**src/design/assert_macros.svh**
```systemverilog
// ----------------------------------------------------------------------------
// assert_macros.svh
// Assertion macros shared by the plant emulator RTL. Each macro wraps one
// clocked concurrent assertion that is disabled while reset is asserted.
// ----------------------------------------------------------------------------
`ifndef ASSERT_MACROS_SVH
`define ASSERT_MACROS_SVH

`ifndef NO_ASSERTIONS

// Same-cycle implication: when ante holds, cons must hold at that edge.
`define ASSERT_IMPL(lbl, clk, rstn, ante, cons, msg) \
  lbl: assert property (@(posedge clk) disable iff (!rstn) (ante) |-> (cons)) else $error(msg);

// Next-cycle implication: when ante holds, cons must hold at the next edge.
`define ASSERT_NEXT(lbl, clk, rstn, ante, cons, msg) \
  lbl: assert property (@(posedge clk) disable iff (!rstn) (ante) |=> (cons)) else $error(msg);

`else

`define ASSERT_IMPL(lbl, clk, rstn, ante, cons, msg)
`define ASSERT_NEXT(lbl, clk, rstn, ante, cons, msg)

`endif

`endif

```
**src/design/fopdt_pkg.sv**
```systemverilog
// ----------------------------------------------------------------------------
// fopdt_pkg
// Shared types, constants and fixed-point helpers for the first-order plant
// with dead time emulator.
// ----------------------------------------------------------------------------
package fopdt_pkg;

  // Field widths.
  localparam int DRIVE_W    = 32;
  localparam int GAIN_W     = 24;
  localparam int HALF_W     = 16;
  localparam int DLEN_W     = 9;
  localparam int CFG_IDX_W  = 8;
  localparam int CFG_DATA_W = 32;
  localparam int PROD_W     = 58;
  localparam int RND_W      = PROD_W - 16;

  // Configuration register indexes.
  localparam logic [CFG_IDX_W-1:0] REG_GAIN_OVER_TAU = 8'd0;
  localparam logic [CFG_IDX_W-1:0] REG_INV_TAU       = 8'd1;
  localparam logic [CFG_IDX_W-1:0] REG_HALF_STEP     = 8'd2;
  localparam logic [CFG_IDX_W-1:0] REG_DELAY_LENGTH  = 8'd3;

  // Configuration reset values.
  localparam logic [GAIN_W-1:0] RST_GAIN_OVER_TAU = 24'd16384;
  localparam logic [GAIN_W-1:0] RST_INV_TAU       = 24'd16384;
  localparam logic [HALF_W-1:0] RST_HALF_STEP     = 16'd328;
  localparam logic [DLEN_W-1:0] RST_DELAY_LENGTH  = 9'd0;

  // Controller states.
  typedef enum logic [2:0] {
    ST_IDLE,
    ST_MULG,
    ST_MULI,
    ST_DERIV,
    ST_MULH,
    ST_COMMIT
  } fopdt_state_t;

  // Operand pair for the shared multiplier.
  typedef enum logic [1:0] {
    MUL_GAIN,
    MUL_ITAU,
    MUL_HALF
  } fopdt_mulop_t;

  // Commands from the controller to the datapath.
  typedef struct packed {
    logic         accept;
    logic         mul_en;
    fopdt_mulop_t mul_op;
    logic         acc_ld;
    logic         deriv_ld;
    logic         commit;
  } fopdt_cmd_t;

  // Q.32 product to Q16.16: add one half LSB, then floor.
  function automatic logic signed [RND_W-1:0] round_q16(input logic signed [PROD_W-1:0] v);
    logic signed [PROD_W-1:0] t;
    t = v + 58'sd32768;
    return t[PROD_W-1:16];
  endfunction

  // Saturate to signed 32 bits.
  function automatic logic signed [DRIVE_W-1:0] sat32(input logic signed [RND_W-1:0] v);
    if (v[RND_W-1:DRIVE_W-1] == {(RND_W-DRIVE_W+1){v[RND_W-1]}}) begin
      return v[DRIVE_W-1:0];
    end else if (v[RND_W-1]) begin
      return 32'h8000_0000;
    end else begin
      return 32'h7FFF_FFFF;
    end
  endfunction

endpackage

```
**src/design/fopdt_ctrl.sv**
```systemverilog
// ----------------------------------------------------------------------------
// fopdt_ctrl
// Sequencing controller: walks one item through the three multiplies, the
// derivative update and the commit, and owns the channel handshakes.
// ----------------------------------------------------------------------------
`include "assert_macros.svh"

module fopdt_ctrl (
  input  logic                  clk,
  input  logic                  rst_n,
  input  logic                  in_valid,
  output logic                  in_ready,
  output logic                  out_valid,
  input  logic                  out_ready,
  output fopdt_pkg::fopdt_cmd_t cmd
);

  fopdt_pkg::fopdt_state_t state_r, state_nxt;
  logic                    out_valid_r, out_valid_nxt;
  logic                    slot_free;

  // The output register can take a new item when empty or being drained.
  assign slot_free = !out_valid_r || out_ready;

  // Next state.
  always_comb begin
    state_nxt = state_r;
    unique case (state_r)
      fopdt_pkg::ST_IDLE: begin
        if (in_valid) begin
          state_nxt = fopdt_pkg::ST_MULG;
        end
      end
      fopdt_pkg::ST_MULG:  state_nxt = fopdt_pkg::ST_MULI;
      fopdt_pkg::ST_MULI:  state_nxt = fopdt_pkg::ST_DERIV;
      fopdt_pkg::ST_DERIV: state_nxt = fopdt_pkg::ST_MULH;
      fopdt_pkg::ST_MULH:  state_nxt = fopdt_pkg::ST_COMMIT;
      fopdt_pkg::ST_COMMIT: begin
        if (slot_free) begin
          state_nxt = fopdt_pkg::ST_IDLE;
        end
      end
      default: state_nxt = fopdt_pkg::ST_IDLE;
    endcase
  end

  // Outputs and datapath commands.
  always_comb begin
    in_ready     = 1'b0;
    cmd          = '0;
    cmd.mul_op   = fopdt_pkg::MUL_GAIN;
    unique case (state_r)
      fopdt_pkg::ST_IDLE: begin
        in_ready   = 1'b1;
        cmd.accept = in_valid;
      end
      fopdt_pkg::ST_MULG: begin
        cmd.mul_en = 1'b1;
        cmd.mul_op = fopdt_pkg::MUL_GAIN;
      end
      fopdt_pkg::ST_MULI: begin
        cmd.mul_en = 1'b1;
        cmd.mul_op = fopdt_pkg::MUL_ITAU;
        cmd.acc_ld = 1'b1;
      end
      fopdt_pkg::ST_DERIV: begin
        cmd.deriv_ld = 1'b1;
      end
      fopdt_pkg::ST_MULH: begin
        cmd.mul_en = 1'b1;
        cmd.mul_op = fopdt_pkg::MUL_HALF;
      end
      fopdt_pkg::ST_COMMIT: begin
        cmd.commit = slot_free;
      end
      default: begin
        in_ready = 1'b0;
      end
    endcase
  end

  // Output valid flag: set by a commit, cleared when the item is taken.
  always_comb begin
    out_valid_nxt = out_valid_r;
    if (cmd.commit) begin
      out_valid_nxt = 1'b1;
    end else if (out_ready) begin
      out_valid_nxt = 1'b0;
    end
  end

  always_ff @(posedge clk) begin
    if (!rst_n) begin
      state_r     <= fopdt_pkg::ST_IDLE;
      out_valid_r <= 1'b0;
    end else begin
      state_r     <= state_nxt;
      out_valid_r <= out_valid_nxt;
    end
  end

  assign out_valid = out_valid_r;

  // A commit must never overwrite a result that is still waiting.
  `ASSERT_IMPL(a_commit_free, clk, rst_n, cmd.commit, (!out_valid_r || out_ready), "commit while output busy")
  // An accepted item always starts with the gain multiply.
  `ASSERT_NEXT(a_accept_start, clk, rst_n, cmd.accept, (state_r == fopdt_pkg::ST_MULG), "accept did not start sequence")
  // A result only appears after a commit.
  `ASSERT_IMPL(a_out_rise, clk, rst_n, $rose(out_valid_r), $past(cmd.commit), "output valid without commit")

endmodule

```
**config.mk**
```make
export PLATFORM = sky130hd
export DESIGN_NAME = fopdt_ctrl
export DESIGN_NICKNAME = d
export VERILOG_FILES = /design/src/design/fopdt_pkg.sv /design/src/design/fopdt_ctrl.sv
export VERILOG_INCLUDE_DIRS = /design/src /design/src/design
export SDC_FILE = /design/constraint.sdc
export NUM_CORES = 1
export LEC_CHECK = 0
export BUFFER_PORTS_ARGS = -buffer_cell sky130_fd_sc_hd__clkbuf_2
export CAP_MARGIN = 0
export CORE_AREA = 2 2 39 41
export CTS_CLUSTER_DIAMETER = 50
export DETAILED_ROUTE_END_ITERATION = 10
export DIE_AREA = 0 0 41 43
export HOLD_SLACK_MARGIN = 0.06
export PLACE_DENSITY_LB_ADDON = 0.12
export SKIP_LAST_GASP = 1
export SLEW_MARGIN = 30
export SYNTH_ARGS = -nofsm -noshare
export SYNTH_HDL_FRONTEND = slang
export SYNTH_SLANG_ARGS = --single-unit
```
**constraint.sdc**
```tcl
create_clock -name clk -period 3.4 [get_ports clk]
set_input_delay 1.02 -clock clk [delete_from_list [all_inputs] [get_ports clk]]
set_output_delay 1.02 -clock clk [all_outputs]
set_load 0.005 [all_outputs]
```
* Word level (Yosys, flattened, before mapping) *
Index checks and enable logic that the tools add are counted.

word-level totals
  logic and storage cells = 25
  input port bits = 4
  bits in registers = 4

cells by class
  reductions and logical operators = 5
  mux-type cells = 11
  equal/unequal tests = 7

operator list
  operator                                                               number
  3-bit case mux with 6 select lines                                     1
  3-bit case mux with 3 select lines                                     1
  1-bit two-way mux                                                      7
  3-bit by 2-bit equality test with 1-bit output, second input constant  2
  3-bit equality test, second input constant                             2
  3-bit two-way mux                                                      2
  2-bit != test, second input constant                                   2
  3-bit by 1-bit equality test with 1-bit output, second input constant  1
  3-bit zero test                                                        1
  2-bit AND reduction                                                    1
  2-bit nonzero test                                                     1
  1-bit zero test                                                        1
  1-bit logical OR                                                       1

* Depth between registers and ports, before layout *
  depth in word-level cells = 4
  gate-level depth with buffers = 4
  gate-level depth less buffers = 3

* Worst setup path before layout *
OpenSTA, ideal clock, no wires.

  path kind = in2out
  from = input out_ready
  to = output cmd[0] (netlist bit)
  setup slack = 1061 ps
  data arrival time = 1319 ps
  buffers on the path = 1
  stages = 3
  required time = 2380 ps
  cells stage by stage = nor2b_1 > nor2_1 > buf_4

RTL lines
  element      line              text
  from (decl)  fopdt_ctrl.sv:14  input logic out_ready,
  to (decl)    fopdt_ctrl.sv:15  output fopdt_pkg::fopdt_cmd_t cmd

==> impl_metrics.csv <==
group,metric,value,unit
status,status,"completed",
cells_and_area,antenna_cells,0,
floorplanning,die_y,43,um
clock_network,clk_path_buf_depth,2,
timing,slew_violations,0,
worst_setup_path,crit_fanout,2,
floorplanning,boundaryPins,13,
logic_synthesis,yosysSeqAreaShare,0.2832,
clock_network,cts_setup_buffers,0,
logic_synthesis,yosysTopAreaCellShare,0.2832,
timing,max-slew-margin-rel,0.6964,
timing,hold_violations,0,
worst_setup_path,r2r_start,"state_r[2]$_SDFFE_PN0P_",
cells_and_area,regArea,80.08,sq um
worst_setup_path,crit_arrival,1.41,ns
clock_network,root_buffer,"clkbuf_4",
grt,grt_pass1_vias,227,
worst_setup_path,critPathKind,"input pin to output port",
routing,first_pass_iters,2,
job,drv_cap,0,
clock_network,clk_pin_slew_worst_paths,0.04,ns
timing,fin_setup_tns,0,ns
logic_synthesis,synth_area,282.8,sq um
routing,postRouteAntennaNets,0,
clock_network,cts_sinks,4,
grt,grt_pass1_wl,1021,um
placed_design,dpl.hpwl,426.3,um
floorplanning,fp-row-count,14,
clock_network,clock_tree.htree_level_count,1,
logic_synthesis,synth_fa_ha_area_frac,0,
routing,via_per_inst,4.262,
worst_setup_path,cp.required,2.38,ns
logic_synthesis,synth_xor_xnor_area_share,0.06195,
routing,avgRoutedWirePerCell,9.377,um
clock_network,postCtsHoldBufs,0,
timing,min_period,2.428,ns
logic_synthesis,yosys.area_share.simple,0.4027,
grt,antenna_found_initial,0,
grt,grt_overflow,0,
cells_and_area,multi_input_area,165.2,sq um
cells_and_area,nNetsFinal,51,
logic_synthesis,synthCells,34,
cells_and_area,fill_cells,163,
placed_design,gp_congestion,0.6982,
cells_and_area,drive_above_1_share,0.4222,
timing,tightest_slew,0.4548,ns
min_path,min_path_type,"flop to flop",
min_path,hold_path.startpoint,"out_valid$_SDFFE_PN0P_",
clock_network,cts_tree,"yes",
timing,setup_viol,0,
logic_synthesis,yosysWarnings,0,
logic_synthesis,muxShareOfSynthArea,0,
placed_design,port_buffers,12,
logic_synthesis,ys_top_cells_by_area,"dfxtp_1 28%, buf_6 8.0%, xnor2_1 6.2%, buf_4 5.3%, nand2_1 5.3%",
worst_setup_path,crit_path_end_kind,"output port",
routing,routed_wirelength,572,um
timing,final.setup_skew,0.001274,ns
worst_setup_path,startpoint,"out_ready",
pwr,p_leak,0.0001485,uW
floorplanning,die_x,41,um
timing,timing.fmax,411.9,MHz
timing,period_share,0.7141,
logic_synthesis,postSynthAreaPerCell,8.317,sq um
clock_network,cts_resized,0,
logic_synthesis,synth_top_family_by_area,"simple AND/OR/NAND/NOR gates",
logic_synthesis,synth_top_area_cell,"dfxtp_1",
clock_network,numCtsBuffers,3,
worst_setup_path,r2r_slack,2.30,ns
routing,drt_iter0_drc,3,
logic_synthesis,synth_compound_area_frac,0.1195,
clock_network,insertion_delay,0.23,ns
timing,rsz0062_at_grt,"false",
placed_design,dp_slack,0.9617,ns
logic_synthesis,ys_types,21,
timing,setup_slack,0.9722,ns
logic_synthesis,syn_nets,38,
logic_synthesis,ys_ff_latch,4,
pwr,ir_drop,0.0002045,V
grt,grt_max_degree,13,
floorplanning,start_util,0.2043,
pwr,powerDensity,447.1,nW/um^2
grt,grt_usage,0.08844,
floorplanning,dieArea,1763,sq um
routing,drc,0,
routing,num_vias,260,
floorplanning,coreArea,1384,sq um
cells_and_area,synthToLayoutAreaGrowth,23.01,%
worst_setup_path,start_kind,"input pin",
-- path summary, 6_finish.rpt --
path	to	depth (start not counted)
max	cmd[0]	4
min	out_valid$_SDFFE_PN0P_	2
max reg2reg	state_r[0]$_SDFFE_PN0P_	3
min reg2reg	out_valid$_SDFFE_PN0P_	2
-- registers in the layout (all words and copies together) (netlist names) --
register,flops
state_r,3
out_valid,1
-- where the power goes --
part	switching, uW	internal, uW	leakage [uW]
logic	13.9	21.6	0.000102
clock network	18.7	39.4	0.0000138
registers	11.1	50.9	0.0000327
total	43.7	112	0.000149
-- cell usage after synthesis, drive strengths merged --
cell type  number
a21boi          1
a21oi           2
and2            1
buf             4
dfxtp           4
nand2           4
nand2b          2
nand3           1
nand3b          1
nor2            4
nor2b           1
nor3            1
nor3b           3
o21a            1
o21ai           1
or3             1
xnor2           2
-- area by class of cell --
class                           instances  area share
Sequential cell                         4      0.2302
Multi-Input combinational cell         26      0.4748
Clock buffer                            3     0.06475
Timing Repair Buffer                   12      0.1727
Tap cell                               16     0.05755
-- metrics by stage --
stage | power, uW | utilization | cells | hold WS (ns) | instance area, sq um
after floorplan | 89.44 | - | 34 | 0.5183 | 282.8
after global placement | 98.22 | 0.2351 | 58 | 0.5353 | 325.3
after detailed placement | 98.74 | 0.2351 | 58 | 0.5501 | 325.3
after CTS | 159.2 | 0.2514 | 61 | 0.5560 | 347.8
after global routing | 171.5 | 0.2514 | 61 | 0.5872 | 347.8
final | 155.5 | 0.2514 | 61 | 0.5437 | 347.8
-- metal layers --
layer,wire length (um),up-vias,GRT usage
met5,0,-,0
met4,8,0,0.04000
met3,65,2,0.06806
met2,235,9,0.1000
met1,263,115,0.1194
li1,-,134,-
-- cell usage in the layout, fill, tap and decap left out, types with 2 or more instances in the layout --
| master | n |
|---|---|
| clkbuf_2 | 12 |
| clkbuf_4 | 3 |
| dfxtp_1 | 4 |
| nand2_1 | 4 |
| nand2b_1 | 2 |
| nor2_1 | 3 |
| nor3b_1 | 2 |
| xnor2_1 | 2 |
-- critical path, stage by stage --
cell      delay, ns
clkbuf_2       0.08
nor2b_1        0.13
nor2_1         0.06
clkbuf_2       0.11
-- logic make-up (layout without fill, tap and decap cells) --
logic type             after synthesis  in the layout
AND/OR/NAND/NOR                     19             19
flip-flops                           4              4
AO/OA/AOI/OAI                        5              5
buffers and inverters                4             15
XOR/XNOR                             2              2
Note: power is estimated with default switching activity, not from simulation.
